File: config.mk
export PLATFORM = sky130hd
export DESIGN_NAME = kce_div
export DESIGN_NICKNAME = d
export VERILOG_FILES = /design/src/rtl/core/keyframe_curve_evaluator_defines.svh /design/src/rtl/core/kce_div.sv
export SDC_FILE = /design/constraint.sdc
export NUM_CORES = 1
export LEC_CHECK = 0
export ABC_AREA = 1
export BUFFER_PORTS_ARGS = -buffer_cell sky130_fd_sc_hd__clkbuf_2
export CAP_MARGIN = 20
export CORE_AREA = 2 2 124 126
export CTS_CLUSTER_DIAMETER = 150
export DETAILED_ROUTE_END_ITERATION = 10
export DIE_AREA = 0 0 126 128
export HOLD_SLACK_MARGIN = 0.06
export PLACE_DENSITY = 0.72
export SLEW_MARGIN = 20
export SYNTH_ARGS = -nofsm -noshare
export SYNTH_HDL_FRONTEND = slang
export SYNTH_SLANG_ARGS = --single-unit
File: constraint.sdc
create_clock -name clk -period 2.4 [get_ports clk]
set_input_delay 0.24 -clock clk [delete_from_list [all_inputs] [get_ports clk]]
set_output_delay 0.24 -clock clk [all_outputs]
set_load 0.02 [all_outputs]
File: src/rtl/core/keyframe_curve_evaluator_defines.svh
// Assertion macros for the keyframe curve evaluator.
// Used by keyframe_curve_evaluator.sv in rtl/core; no other dependencies.
`ifndef KEYFRAME_CURVE_EVALUATOR_DEFINES_SVH
`define KEYFRAME_CURVE_EVALUATOR_DEFINES_SVH
`ifndef SYNTHESIS
`define KCE_ASSERT_IMP(label, clk, rst_n, ante, cons) \
	label: assert property (@(posedge clk) disable iff (!rst_n) (ante) |-> (cons)) \
		else $error("assertion failed");
`define KCE_ASSERT_NXT(label, clk, rst_n, ante, cons) \
	label: assert property (@(posedge clk) disable iff (!rst_n) (ante) |=> (cons)) \
		else $error("assertion failed");
`else
`define KCE_ASSERT_IMP(label, clk, rst_n, ante, cons)
`define KCE_ASSERT_NXT(label, clk, rst_n, ante, cons)
`endif
`endif

File: src/rtl/core/kce_div.sv
// Restoring divider for the segment fraction, one quotient bit per cycle.
// Gives floor(num * 65536 / den) for 0 <= num <= den; no package dependencies.
`default_nettype none
module kce_div (
	input  wire logic        clk,
	input  wire logic        arst_n,
	input  wire logic        start,
	input  wire logic [32:0] num,
	input  wire logic [32:0] den,
	output logic             done,
	output logic [16:0]      quo
);
	logic [33:0] rem_q;
	logic [16:0] quo_q;
	logic [4:0]  cnt_q;
	logic        busy_q;
	logic        done_q;
	logic [32:0] den_q;
	logic [34:0] trial;
	logic [33:0] rem_sub;
	assign trial = {rem_q, 1'b0};
	assign rem_sub = trial[33:0] - {den_q, 1'b0};
	always_ff @(posedge clk or negedge arst_n) begin
		if (!arst_n) begin
			busy_q <= 1'b0;
			cnt_q <= '0;
		end else if (start) begin
			busy_q <= 1'b1;
			cnt_q <= 5'd17;
		end else if (busy_q) begin
			cnt_q <= cnt_q - 5'd1;
			if (cnt_q == 5'd1) busy_q <= 1'b0;
		end
	end
	// compare against twice the divisor: remainder stays below 2*den
	always_ff @(posedge clk) begin
		if (start) begin
			rem_q <= {1'b0, num};
			den_q <= den;
			quo_q <= '0;
		end else if (busy_q) begin
			if (trial >= {1'b0, den_q, 1'b0}) begin
				rem_q <= rem_sub;
				quo_q <= {quo_q[15:0], 1'b1};
			end else begin
				rem_q <= trial[33:0];
				quo_q <= {quo_q[15:0], 1'b0};
			end
		end
	end
	always_ff @(posedge clk or negedge arst_n) begin
		if (!arst_n) done_q <= 1'b0;
		else done_q <= busy_q && cnt_q == 5'd1;
	end
	assign done = done_q;
	assign quo = quo_q;
endmodule
`default_nettype wire
## Word level (Yosys, flattened, before mapping)

Cells that the tools add are included.

- Register bits after elaboration: 91
- Bits of input ports: 69
- Output and inout bits: 18
- Word-level logic and storage cells: 22

- $add $sub $neg: 2
- Order comparisons: 1
- Equality and inequality tests: 1
- Multiplexer cells: 9
- Reduce and logical (&&, ||, !) cells: 2

Operator list:

| cell | count |
|---|---|
| 33-bit 2-to-1 mux | 2 |
| 35-bit by 34-bit >= comparator with 1-bit output | 1 |
| 34-bit 2-to-1 mux | 1 |
| 34-bit subtractor | 1 |
| 5-bit 2-to-1 mux | 2 |
| 5-bit by 1-bit equality test with 1-bit output, second input constant | 1 |
| 5-bit by 1-bit subtractor with 5-bit output, second input constant | 1 |
| 1-bit 2-to-1 mux | 4 |
| 2-bit nonzero test | 1 |
| 1-bit logical AND | 1 |

## Longest topological paths before layout

- Depth after elaboration: 4
- Gate-level depth with buffers: 17

## Worst setup path before layout

No wires, ideal clock.

- Kind: flip-flop to flip-flop
- Start: register rem_q[0]
- End: register rem_q[3], data pin
- Library setup time: 0.254 ns
- Data arrival time: 1.885 ns
- Data required time: 2.146 ns
- Path slack: 0.261 ns
- Stages on the path, launching flop included: 14
- Buffers on the path: 1
- Period minus slack after synthesis: 2.139 ns
- Cell sequence: edfxtp_1 -> inv_1 -> ha_1 -> inv_1 -> fa_1 -> nand3_1 -> nand3_2 -> nand2_1 -> nand2_1 -> nand3_2 -> buf_2 -> nand3b_1 -> nand3_1 -> nand2_1

- Cells in the longest elaborated chain, start to end: 4
- Elaborated cells between the ends (all ways): 5
- Classes of those cells: add/sub: 1; order compare: 1; mux: 3

Ends and longest elaborated chain:

| what | RTL line | source |
|---|---|---|
| start, declared | kce_div.sv:13 | `logic [33:0] rem_q;` |
| start signal, assigned | kce_div.sv:38 | `rem_q <= {1'b0, num};` |
| start signal, assigned | kce_div.sv:43 | `rem_q <= rem_sub;` |
| start signal, assigned | kce_div.sv:46 | `rem_q <= trial[33:0];` |
| 34-bit subtractor / 35-bit by 34-bit >= comparator with 1-bit output (equally long branches) | kce_div.sv:22, kce_div.sv:42 |  |
| 34-bit 2-to-1 mux * | kce_div.sv:42 | `if (trial >= {1'b0, den_q, 1'b0}) begin` |
| 33-bit 2-to-1 mux * | kce_div.sv:41 | `end else if (busy_q) begin` |
| 33-bit 2-to-1 mux * | kce_div.sv:37 | `if (start) begin` |

Every way passes the cells marked *; elsewhere a longest branch is shown, timed or not. The select of a mux whose other input is x is not followed.
A chain may end at the register's enable or synchronous reset.

## Final worst setup path

- Start: register rem_q[11]
- End: register rem_q[3], data pin

- Cells in the longest elaborated chain, start to end: 4

Ends and longest elaborated chain:

| what | RTL line |
|---|---|
| 35-bit by 34-bit >= comparator with 1-bit output | kce_div.sv:42 |
| 34-bit 2-to-1 mux | kce_div.sv:42 |
| 33-bit 2-to-1 mux | kce_div.sv:41 |
| 33-bit 2-to-1 mux | kce_div.sv:37 |

No other way between the ends. The select of a mux whose other input is x is not followed.

==> results.toml <==
[outcome]
status = "complete, no violations"

[layout]
area_delta_synth_final_pct = 35.7
num_antenna_cells = 0
layout.cells.non_filler = 1288
design_area_sq_um = 8860
fillers = 1387
drive_above_1_share = 0.234
fin_util = 0.596
nets = 1200

[grt]
antenna_found_initial = 0
grt_pass1_vias = 5781
grt_pass1_wl_um = 27600
grt_overflow_total = 0
grt_usage = 0.213
grt_max_degree = 54

[synth]
postSynthCellCount = 936
yosys.area.top_type = "edfxtp_1"
synthArstFlopShare = 0.0769
synth-seq-area-share = 0.386
dominantRegCellSynth = "edfxtp_1"
synth_most_common_cell = "nand2_1"
synth_area_per_cell_sq_um = 6.97
synth_cell_types = 33
synth_fp_nets = 1041
ys_ff_latch = 91
netlist.area_leader.share = 0.304
synth.top_cells.by_count = "nand2_1, inv_1, edfxtp_1"
synth_edf_count = 66
yosys-top-cells-area = "edfxtp_1, nand2_1, inv_1"
syn-cell-area_sq_um = 6520
yosysWarnings = 0

[timing]
fmax_mhz = 423
fin_worst_skew_ns = 0.0104
period_needed_ns = 2.36
maxSlewViolCount = 0
period_share = 0.985
grt_setup_unrepaired = "true"
setup_viol = 0
max_slew.worst_pin.slew_ns = 0.529
timing.final.ws_setup_ns = 0.0370
finalHoldViolCount = 0
relSlewSlack = 0.647
tns_ns = 0

[cts]
cts_tree = "done"
cts-root-buf = "clkbuf_16"
cts_num_sinks = 91
cts_made_buffers = 9
path_clk_slew_ns = 0.07
clk-insertion-delay-late_ns = 0.36
cts_buffer_depth = 2
htree_levels = 3

[pwr]
vdd_drop_max_mv = 0.454
power.density_nw_per_um2 = 1200
leakage_nw = 4.48

[placed_design]
dpl_cell_area_sq_um = 7390
port_buffers = 86
post-dp-hpwl_um = 12600
pre_cts_slack_ns = -0.0822
place_congestion = 0.948
place_inst = 1223

[critical_path]
max_stage_delay_ns = 0.45
worst_path_most_repeated_cell = "nand2_1"
cp.required_ns = 2.51
worst-path-buf-inv = 2
cp_cell_sequence = "ha_4 -> nand2_2 -> nand2_2 -> nand2_1 -> nand2_1 -> nand2_1 -> nand2_2 -> inv_2 -> nand2_2 -> nand3_4 -> nand2_8 -> clkbuf_16 -> nand2_1 -> nand3_1 -> nand2_1"
cp_max_fo = 8
end_kind = "register"
cp.arrival_ns = 2.47
start_kind = "register"
worst_path_max_delay_cell = "edfxtp_1"
path_delay_family = "simple AND/OR/NAND/NOR gates"
crit_type = "register to register"

[floorplanning]
die-area_sq_um = 16100
io_pins = 87
dieHeight_um = 128
rows = 45
die_x_um = 126
coreArea_sq_um = 14900
start_util = 0.439

[flow_run]
drv_cap = 0

[detailed_routing]
postRouteAntennaNets = 0
viasPerCell = 4.90
drcViolationCount = 0
wl_per_cell_um = 14.2
firstDrtPassIters = 5
drt_iter0_markers = 422
routed_wl_um = 18300
vias = 6312

[worst_hold_path]
worstHoldPathType = "primary input to register"
-- stage by stage --
stage | power, W | hold slack (ns)
after global routing | 0.0114 | 0.0640
after global placement | 0.00761 | 0.0900
after CTS | 0.00920 | 0.0607
after floorplan | 0.00611 | -0.0556
after detailed placement | 0.00765 | 0.0837
final | 0.0106 | 0.0688
-- state kept, by name (all words and copies together), names as in the netlist --
| register | flops |
|---|---|
| busy_q | 1 |
| cnt_q | 5 |
| den_q | 33 |
| done | 1 |
| quo | 17 |
| rem_q | 34 |
-- final cells by class --
| class | instances | area, sq um | share of cell area |
|---|---|---|---|
| Multi-Input combinational cell | 640 | 3820 | 0.431 |
| Inverter | 186 | 698 | 0.0788 |
| Sequential cell | 91 | 2520 | 0.284 |
| Clock inverter | 7 | 78.8 | 0.00890 |
| Clock buffer | 9 | 225 | 0.0254 |
| Timing Repair Buffer | 167 | 1280 | 0.145 |
| Tap cell | 188 | 235 | 0.0266 |
-- routing by layer --
metal / GRT usage / up-vias / part of all wire
li1: - / 3239 / -
met1: 0.302 / 2884 / 0.48
met2: 0.347 / 163 / 0.45
met3: 0.0342 / 26 / 0.048
met4: 0.0485 / 0 / 0.019
met5: 0 / - / 0
-- worst paths after layout --
kind	cells after the start	startpoint	slack, ns	end
min	1	den[10]	0.07	den_q[10]
max	15	rem_q[11]	0.04	rem_q[3]
min reg2reg	2	quo[16]	0.48	quo[16]
min in group asynchronous	2	arst_n	0.25	cnt_q[0]
max in group asynchronous	2	arst_n	1.97	busy_q
max reg2reg	15	rem_q[11]	0.04	rem_q[3]
-- cells in the final DEF, fill, tap and decap left out, types with 16 or more instances in the layout --
master         instances
o22ai_1               16
buf_4                 39
inv_1                172
edfxtp_1              66
nand3_1               48
ha_4                  30
dfxtp_1               18
clkbuf_2              86
dlygate4sd3_1         29
nand2_1              341
nor2_1                32
a21oi_1               23
nand2_2               27
nand3b_1              43
-- cells by family after synthesis --
family                     count (synthesis)  share of synthesized area
buffers and inverters                    205                      0.123
xor gates and xnor gates                  15                     0.0201
DFF                                       91                      0.386
and+or+nand+nor                          543                      0.362
AOI/OAI and AO/OA                         46                     0.0391
adders and majority gates                 36                     0.0702
-- power breakdown --
part	total, W	switching [W]	leakage [nW]	internal [W]
clock network	0.00144	0.000700	0.148	0.000744
registers	0.00248	0.000324	0.906	0.00215
logic	0.00667	0.00375	3.43	0.00291
-- what timing repair did --
action,4_1_cts,5_1_grt
pin swaps,0,35
hold buffers,28,1
resized for setup,3,120
setup endpoints to repair,10,32
hold endpoints to repair,34,1
cloned,0,4
setup buffers,0,16
No activity file was read; power rests on OpenSTA's default activity.
