===== src/rtl/core/keyframe_curve_evaluator_defines.svh =====
// Assertion macros for the keyframe curve evaluator.
// Used by keyframe_curve_evaluator.sv in rtl/core; no other dependencies.
`ifndef KEYFRAME_CURVE_EVALUATOR_DEFINES_SVH
`define KEYFRAME_CURVE_EVALUATOR_DEFINES_SVH
`ifndef SYNTHESIS
`define KCE_ASSERT_IMP(label, clk, rst_n, ante, cons) \
	label: assert property (@(posedge clk) disable iff (!rst_n) (ante) |-> (cons)) \
		else $error("assertion failed");
`define KCE_ASSERT_NXT(label, clk, rst_n, ante, cons) \
	label: assert property (@(posedge clk) disable iff (!rst_n) (ante) |=> (cons)) \
		else $error("assertion failed");
`else
`define KCE_ASSERT_IMP(label, clk, rst_n, ante, cons)
`define KCE_ASSERT_NXT(label, clk, rst_n, ante, cons)
`endif
`endif


===== src/rtl/core/kce_pkg.sv =====
// Shared types, constants and easing function for the keyframe curve evaluator.
// No dependencies.
`default_nettype none
package kce_pkg;
	localparam int DefMaxKeys = 16;

	localparam logic [1:0] ST_EVAL  = 2'd0;
	localparam logic [1:0] ST_STORED = 2'd1;
	localparam logic [1:0] ST_FULL  = 2'd2;
	localparam logic [1:0] ST_EMPTY = 2'd3;

	localparam logic [2:0] EASE_LINEAR = 3'd0;
	localparam logic [2:0] EASE_STEP   = 3'd1;
	localparam logic [2:0] EASE_IN     = 3'd2;
	localparam logic [2:0] EASE_OUT    = 3'd3;
	localparam logic [2:0] EASE_INOUT  = 3'd4;

	localparam logic [16:0] ONE_Q16 = 17'h10000;

	typedef struct packed {
		logic signed [31:0] t;
		logic signed [31:0] x;
		logic signed [31:0] y;
		logic signed [31:0] z;
		logic [2:0]         ease;
	} key_t;

	// base of the squared term for ease modes: returns f or the remaining operand 1-f
	function automatic logic [16:0] ease_base(input logic [16:0] f, input logic [2:0] m);
		logic [16:0] r;
		r = ONE_Q16 - f;
		unique case (m)
			EASE_IN:    ease_base = f;
			EASE_OUT:   ease_base = r;
			EASE_INOUT: ease_base = (f < 17'h08000) ? f : r;
			default:    ease_base = f;
		endcase
	endfunction
endpackage
`default_nettype wire


===== src/rtl/core/kce_cell.sv =====
// One table cell: holds a key and shifts toward higher indexes during insert.
// Depends on kce_pkg.
`default_nettype none
module kce_cell (
	input  wire logic          clk,
	input  wire logic          shift,
	input  wire logic          load,
	input  wire kce_pkg::key_t new_key,
	input  wire kce_pkg::key_t prev_key,
	output kce_pkg::key_t      key
);
	import kce_pkg::*;
	key_t key_q;
	always_ff @(posedge clk) begin
		if (load) key_q <= new_key;
		else if (shift) key_q <= prev_key;
	end
	assign key = key_q;
endmodule
`default_nettype wire


===== config.mk =====
export PLATFORM = sky130hd
export DESIGN_NAME = kce_cell
export DESIGN_NICKNAME = d
export VERILOG_FILES = /design/src/rtl/core/keyframe_curve_evaluator_defines.svh /design/src/rtl/core/kce_pkg.sv /design/src/rtl/core/kce_cell.sv
export SDC_FILE = /design/constraint.sdc
export NUM_CORES = 1
export LEC_CHECK = 0
export BUFFER_PORTS_ARGS = -buffer_cell sky130_fd_sc_hd__buf_4
export CAP_MARGIN = 10
export CORE_AREA = 2 2 152 154
export CTS_BUF_LIST = sky130_fd_sc_hd__clkbuf_2 sky130_fd_sc_hd__clkbuf_4 sky130_fd_sc_hd__clkbuf_8
export DETAILED_ROUTE_END_ITERATION = 16
export DIE_AREA = 0 0 154 156
export SETUP_SLACK_MARGIN = 0.3
export SYNTH_ARGS = -nofsm -noshare
export SYNTH_HDL_FRONTEND = slang
export SYNTH_SLANG_ARGS = --single-unit

===== constraint.sdc =====
create_clock -name clk -period 11.3 [get_ports clk]
set_input_delay 3.39 -clock clk [delete_from_list [all_inputs] [get_ports clk]]
set_output_delay 3.39 -clock clk [all_outputs]
set_load 0.01 [all_outputs]

# Word-level counts from Yosys, hierarchy flattened
# Cells that the tools add are included.
# totals
register_bits	131
mem_bits_rw	0
elab_cells	8
latch_bits	0
mem_bits_ro	0
output_inout_bits	131
mem_count	0
inputBits	265
# classes
div_mod_pow	0
mul	0
bitwise_logic	0
reduce_logical	1
eq_ne	0
shift	0
muxes	2
magnitude_cmp	0
addsub	0
# op_table
cell	n
$mux W131	2
$reduce_bool A2 Y1	1

# Depth between registers and ports, before layout
# Gate-level depths: netlist of run 1.
# logic_depth
depth_word	2
mapped_depth	4
mapped_depth_nobuf	1

# Worst setup path before layout of run 1
# No wires, ideal clock.
# synth_path
path_type	input-to-reg
start	in load
end	reg key_q, in the netlist key[0] (enable)
path_stages	4
n_path_buf	3
setup_ns	0.499
arrival_ns	6.667
path_slack_ns	4.134
t_required_ns	10.801
cell_sequence	buf_6 > buf_8 > buf_6 > or2_1
# synth_via
elab_chain_len	1
# synth_lines
item	line_no	rtl
start: declaration	kce_cell.sv:7	input wire logic load,
$reduce_bool A2 Y1 (no source line)	n/a	
end signal: assignment	kce_cell.sv:15	if (load) key_q <= new_key;
end signal: assignment	kce_cell.sv:16	else if (shift) key_q <= prev_key;
end: declaration	kce_cell.sv:13	key_t key_q;
# No other way between the ends.
# A chain may end at the register's enable or synchronous reset.

# Final worst setup path of run 1
# layout_path
start	in load
end	reg key_q, in the netlist key[58] (enable)
# The elaborated chain is that of the path after synthesis.

==> results of run 1 <==
## routing by layer
| metal | vias up | global-route usage, % | routed length (µm) |
|---|---|---|---|
| met1 | 1881 | 13.6 | 5720 |
| met3 | 21 | 5.22 | 1640 |
| met4 | 0 | 5.03 | 295 |
| met2 | 241 | 23.2 | 8570 |
| li1 | 1895 | - | - |
| met5 | - | 0 | 0 |
## power by group
group / internal (W) / leakage, nW / total, W / switching (W)
clock network: 0.000268 / 0.219 / 0.000458 / 0.000191
registers: 0.000597 / 1.33 / 0.000613 / 0.0000158
logic: 0.000165 / 2.76 / 0.000261 / 0.0000958
total: 0.00103 / 4.32 / 0.00133 / 0.000302
## cell type report
class / count / area [µm²] / share of cell area [%]
flip-flops and latches: 131 / 3930 / 41.4
repair buffers: 397 / 2980 / 31.4
well taps: 285 / 357 / 3.75
clock buffers: 19 / 249 / 2.62
multi-input cells: 132 / 1780 / 18.7
clock inverters: 12 / 208 / 2.18
## cells in the mapped netlist
| cell type | count | area [µm²] |
|---|---|---|
| buf_2 | 5 | 25.0 |
| edfxtp_1 | 131 | 3930 |
| buf_6 | 9 | 101 |
| mux2_4 | 79 | 1190 |
| or2_1 | 1 | 6.26 |
| mux2_2 | 52 | 586 |
| buf_8 | 1 | 15.0 |
## worst max-delay path, cell delays in order
cell,delay (ns)
buf_6,0.51
or2_4,0.82
buf_4,0.79
## worst min path at each step
stage	startpoint	endpoint	slack (ns)	depth (start not counted)
global route	new_key[73]	key[73]	3.21	2
detailed placement	prev_key[85]	key[85]	3.69	2
floorplan	new_key[100]	key[100]	3.61	1
global placement	new_key[82]	key[82]	3.69	2
CTS	new_key[105]	key[105]	3.20	2
finish	prev_key[93]	key[93]	3.25	2
## metrics by stage
| stage | hold slack, ns | instances |
|---|---|---|
| floorplan | 3.61 | 278 |
| global placement | 3.69 | 945 |
| detailed placement | 3.69 | 945 |
| CTS | 3.20 | 976 |
| global route | 3.21 | 976 |
| finish | 3.25 | 976 |
## kinds of logic after synthesis
| kind of cell | share of synthesized area [%] |
|---|---|
| multiplexers | 30.3 |
| flip-flops | 67.2 |
| buffers and inverters | 2.42 |
| AND/OR/NAND/NOR | 0.107 |
==> results.sh, run 1 <==
export IMPL_outcome="complete, no violations"
export IMPL_grt_overflow=0
export IMPL_post_cts_buffers=0
export IMPL_finalWeightedCongestion=0.787
export IMPL_grt_max_degree=71
export IMPL_critPathArrivalTime_ns=5.76
export IMPL_drt_iter0_markers=134
export IMPL_nets=944
export IMPL_fin_crit_sh_pct=50.5
export IMPL_layout_common_cells="buf_4, edfxtp_1, mux2_4, mux2_2, clkbuf_8"
export IMPL_chipWidth_um=154
export IMPL_drv_slew=0
export IMPL_cts_buffers=17
export IMPL_synth_cell_types=7
export IMPL_fp_row_count=55
export IMPL_initial_core_util_pct=26.2
export IMPL_post_route_cell_area_um2=9510
export IMPL_tritoncts="built"
export IMPL_cp_data_required_time_ns=11.35
export IMPL_relSlewSlack_pct=27.5
export IMPL_critPathLaunchType="input pin"
export IMPL_cp_startpoint="load"
export IMPL_worst_slew_pin_slew_ns=1.09
export IMPL_rsz0062_at_grt="no"
export IMPL_first_global_vias=4360
export IMPL_yosys_register_bits=131
export IMPL_tns_ns=0
export IMPL_final_util_pct=42.5
export IMPL_die_y_um=156
export IMPL_cts_buffer_depth=2
export IMPL_vias=4038
export IMPL_dp_slack_ns=5.17
export IMPL_ctsRootBufferMaster="clkbuf_8"
export IMPL_cp_max_fo=70
export IMPL_grt_use_total_pct=13.0
export IMPL_antenna_left=0
export IMPL_endpoint="key[58]"
export IMPL_syn_num_nets=543
export IMPL_critPathKind="in2reg"
export IMPL_totalWireLength_um=16200
export IMPL_core_um2=22400
export IMPL_fillers=2089
export IMPL_hold_buffers=0
export IMPL_cts_sinks=131
export IMPL_antenna_found_initial=0
export IMPL_power_w=0.00133
export IMPL_max_freq_mhz=175
export IMPL_layout_setup_ws_ns=5.59
export IMPL_die_area_um2=24000
export IMPL_via_per_inst=4.14
export IMPL_synth_avg_cell_area_um2=21.1
export IMPL_syn_area_um2=5850
export IMPL_drc=0
export IMPL_maxCapViolCount=0
export IMPL_min_path_type="in2reg"
export IMPL_grt_pass1_wl_um=23500
export IMPL_largest_reg_flops=131
export IMPL_vdd_ir_drop_max_mv=0.0575
export IMPL_end_kind="flop"
export IMPL_power_density_nw_per_um2=140
export IMPL_hold_violations=0
export IMPL_first_pass_iters=4
export IMPL_layout_commonest_cell="buf_4"
export IMPL_syn2layout_area_growth_pct=62.5
export IMPL_cts_resized_gates=0
export IMPL_layout_drive_gt1_share_pct=81.0
export IMPL_port_buffers=395
export IMPL_yosysSeqAreaShare_pct=67.2
export IMPL_leakage_nw=4.32
export IMPL_diodes=0
export IMPL_syn_inst=278
export IMPL_cts_htree_levels=4
export IMPL_period_minus_slack_ns=5.71
export IMPL_yosysWarnings=0
export IMPL_ios=396
export IMPL_wl_per_cell_um=16.6
export IMPL_setup_viol=0
export IMPL_placed_cell_area_um2=9050
export IMPL_clkTransAtPathRegs_ns=0.08
(Power assumes the default switching activity.)
==> run 2: changes to the inputs <==
--- a/config.mk
+++ b/config.mk
@@ -7,10 +7,10 @@
 export LEC_CHECK = 0
 export BUFFER_PORTS_ARGS = -buffer_cell sky130_fd_sc_hd__buf_4
 export CAP_MARGIN = 10
-export CORE_AREA = 2 2 152 154
+export CORE_AREA = 2 2 154 156
 export CTS_BUF_LIST = sky130_fd_sc_hd__clkbuf_2 sky130_fd_sc_hd__clkbuf_4 sky130_fd_sc_hd__clkbuf_8
 export DETAILED_ROUTE_END_ITERATION = 16
-export DIE_AREA = 0 0 154 156
+export DIE_AREA = 0 0 156 158
 export SETUP_SLACK_MARGIN = 0.3
 export SYNTH_ARGS = -nofsm -noshare
 export SYNTH_HDL_FRONTEND = slang
==> constraint.sdc (replaced) <==
create_clock -name clk -period 5 [get_ports clk]
set_input_delay 1.5 -clock clk [delete_from_list [all_inputs] [get_ports clk]]
set_output_delay 1.5 -clock clk [all_outputs]
set_load 0.01 [all_outputs]
==> run 2 against run 1 <==
Against the previous run:
- utilization down 1.2 points
- cell area up 0.25%
- worst hold slack worse by 1.9 ns
- die area up 2.6%
- clock-buffer cell count down 1
- combinational power up 130%
- largest power group unchanged
- total power up 120%
- first-iteration DRC count up 28%
- setup slack worse by 3.3 ns
- global-route usage up 0.28 points
==> results.sh, run 2 (synthesis gave the netlist of run 1 again) <==
export IMPL_port_buffers=395
export IMPL_period_minus_slack_ns=2.67
export IMPL_cts_resized_gates=0
export IMPL_layout_common_cells="buf_4, edfxtp_1, mux2_4, mux2_2, clkbuf_8"
export IMPL_fin_crit_sh_pct=53.3
export IMPL_cts_sinks=131
export IMPL_vdd_ir_drop_max_mv=0.177
export IMPL_cp_data_required_time_ns=5.18
export IMPL_syn2layout_area_growth_pct=62.9
export IMPL_layout_drive_gt1_share_pct=80.8
export IMPL_drv_slew=0
export IMPL_ios=396
export IMPL_leakage_nw=4.33
export IMPL_cts_htree_levels=4
export IMPL_layout_commonest_cell="buf_4"
export IMPL_grt_max_degree=63
export IMPL_first_global_vias=4115
export IMPL_cts_buffer_depth=2
export IMPL_diodes=0
export IMPL_core_um2=23100
export IMPL_vias=4027
export IMPL_die_area_um2=24600
export IMPL_critPathLaunchType="input pin"
export IMPL_tns_ns=0
export IMPL_min_path_type="in2reg"
export IMPL_antenna_left=0
export IMPL_maxCapViolCount=0
export IMPL_placed_cell_area_um2=9110
export IMPL_post_cts_buffers=0
export IMPL_nets=947
export IMPL_drc=0
export IMPL_tritoncts="built"
export IMPL_cts_buffers=17
export IMPL_hold_violations=0
export IMPL_drt_iter0_markers=171
export IMPL_hpwl_um=13300
export IMPL_critPathKind="in2reg"
export IMPL_finalWeightedCongestion=0.799
export IMPL_die_y_um=158
export IMPL_initial_core_util_pct=25.4
export IMPL_hold_buffers=0
export IMPL_clkTransAtPathRegs_ns=0.08
export IMPL_post_route_cell_area_um2=9540
export IMPL_largest_reg_flops=131
export IMPL_end_kind="flop"
export IMPL_cp_max_fo=57
export IMPL_setup_viol=0
export IMPL_chipWidth_um=156
export IMPL_antenna_found_initial=0
export IMPL_ctsRootBufferMaster="clkbuf_8"
export IMPL_max_freq_mhz=375
export IMPL_grt_pass1_wl_um=23800
export IMPL_via_per_inst=4.09
export IMPL_fp_row_count=56
export IMPL_outcome="complete, no violations"
export IMPL_grt_overflow=0
export IMPL_power_density_nw_per_um2=310
export IMPL_wl_per_cell_um=17.3
export IMPL_worst_slew_pin_slew_ns=0.886
export IMPL_critPathArrivalTime_ns=2.84
export IMPL_rsz0062_at_grt="no"
export IMPL_fillers=2169
export IMPL_relSlewSlack_pct=40.9
export IMPL_first_pass_iters=4
export IMPL_grt_use_total_pct=13.2
export IMPL_totalWireLength_um=17100
run 2: path summary, 6_finish.rpt:
check                    start       end  slack, ns  cells after the start
setup / recovery          load   key[47]       2.33                      3
hold / removal    new_key[109]  key[109]       1.37                      2
run 2: routing by layer:
metal  routed length [µm]  up-vias  track usage [%]
met5                    0        -                0
met4                  231        0             4.50
met3                 1860       11             6.30
met2                 9220      231             24.4
met1                 5740     1879             13.0
li1                     -     1906                -
run 2: power breakdown:
group          total [W]  leakage, nW  switching [W]  internal [W]
combinational   0.000591         2.79       0.000216      0.000376
sequential       0.00139         1.33      0.0000376       0.00135
clock           0.000983        0.204       0.000436      0.000547
run 2: through the flow:
| step | std cells | setup slack, ns | utilization (%) | total power (W) | hold slack (ns) |
|---|---|---|---|---|---|
| global placement | 953 | 1.89 | 39.5 | 0.00201 | 1.80 |
| finish | 984 | 2.33 | 41.4 | 0.00296 | 1.37 |
| floorplan | 278 | 1.04 | - | 0.00164 | 1.72 |
| CTS | 984 | 2.32 | 41.4 | 0.00301 | 1.32 |
| global route | 984 | 2.32 | 41.4 | 0.00310 | 1.31 |
| detailed placement | 953 | 1.88 | 39.5 | 0.00202 | 1.80 |
run 2: layout make-up:
cell class,count,area (µm²),area share [%]
multi-input cells,132,1780,18.7
clock inverters,13,185,1.94
clock buffers,18,241,2.53
repair buffers,400,3030,31.8
flip-flops and latches,131,3930,41.3
well taps,290,363,3.81
run 2: worst max-delay path: stages:
cell and delay, ns:
buf_6 0.17, buf_4 0.68, mux2_2 0.41
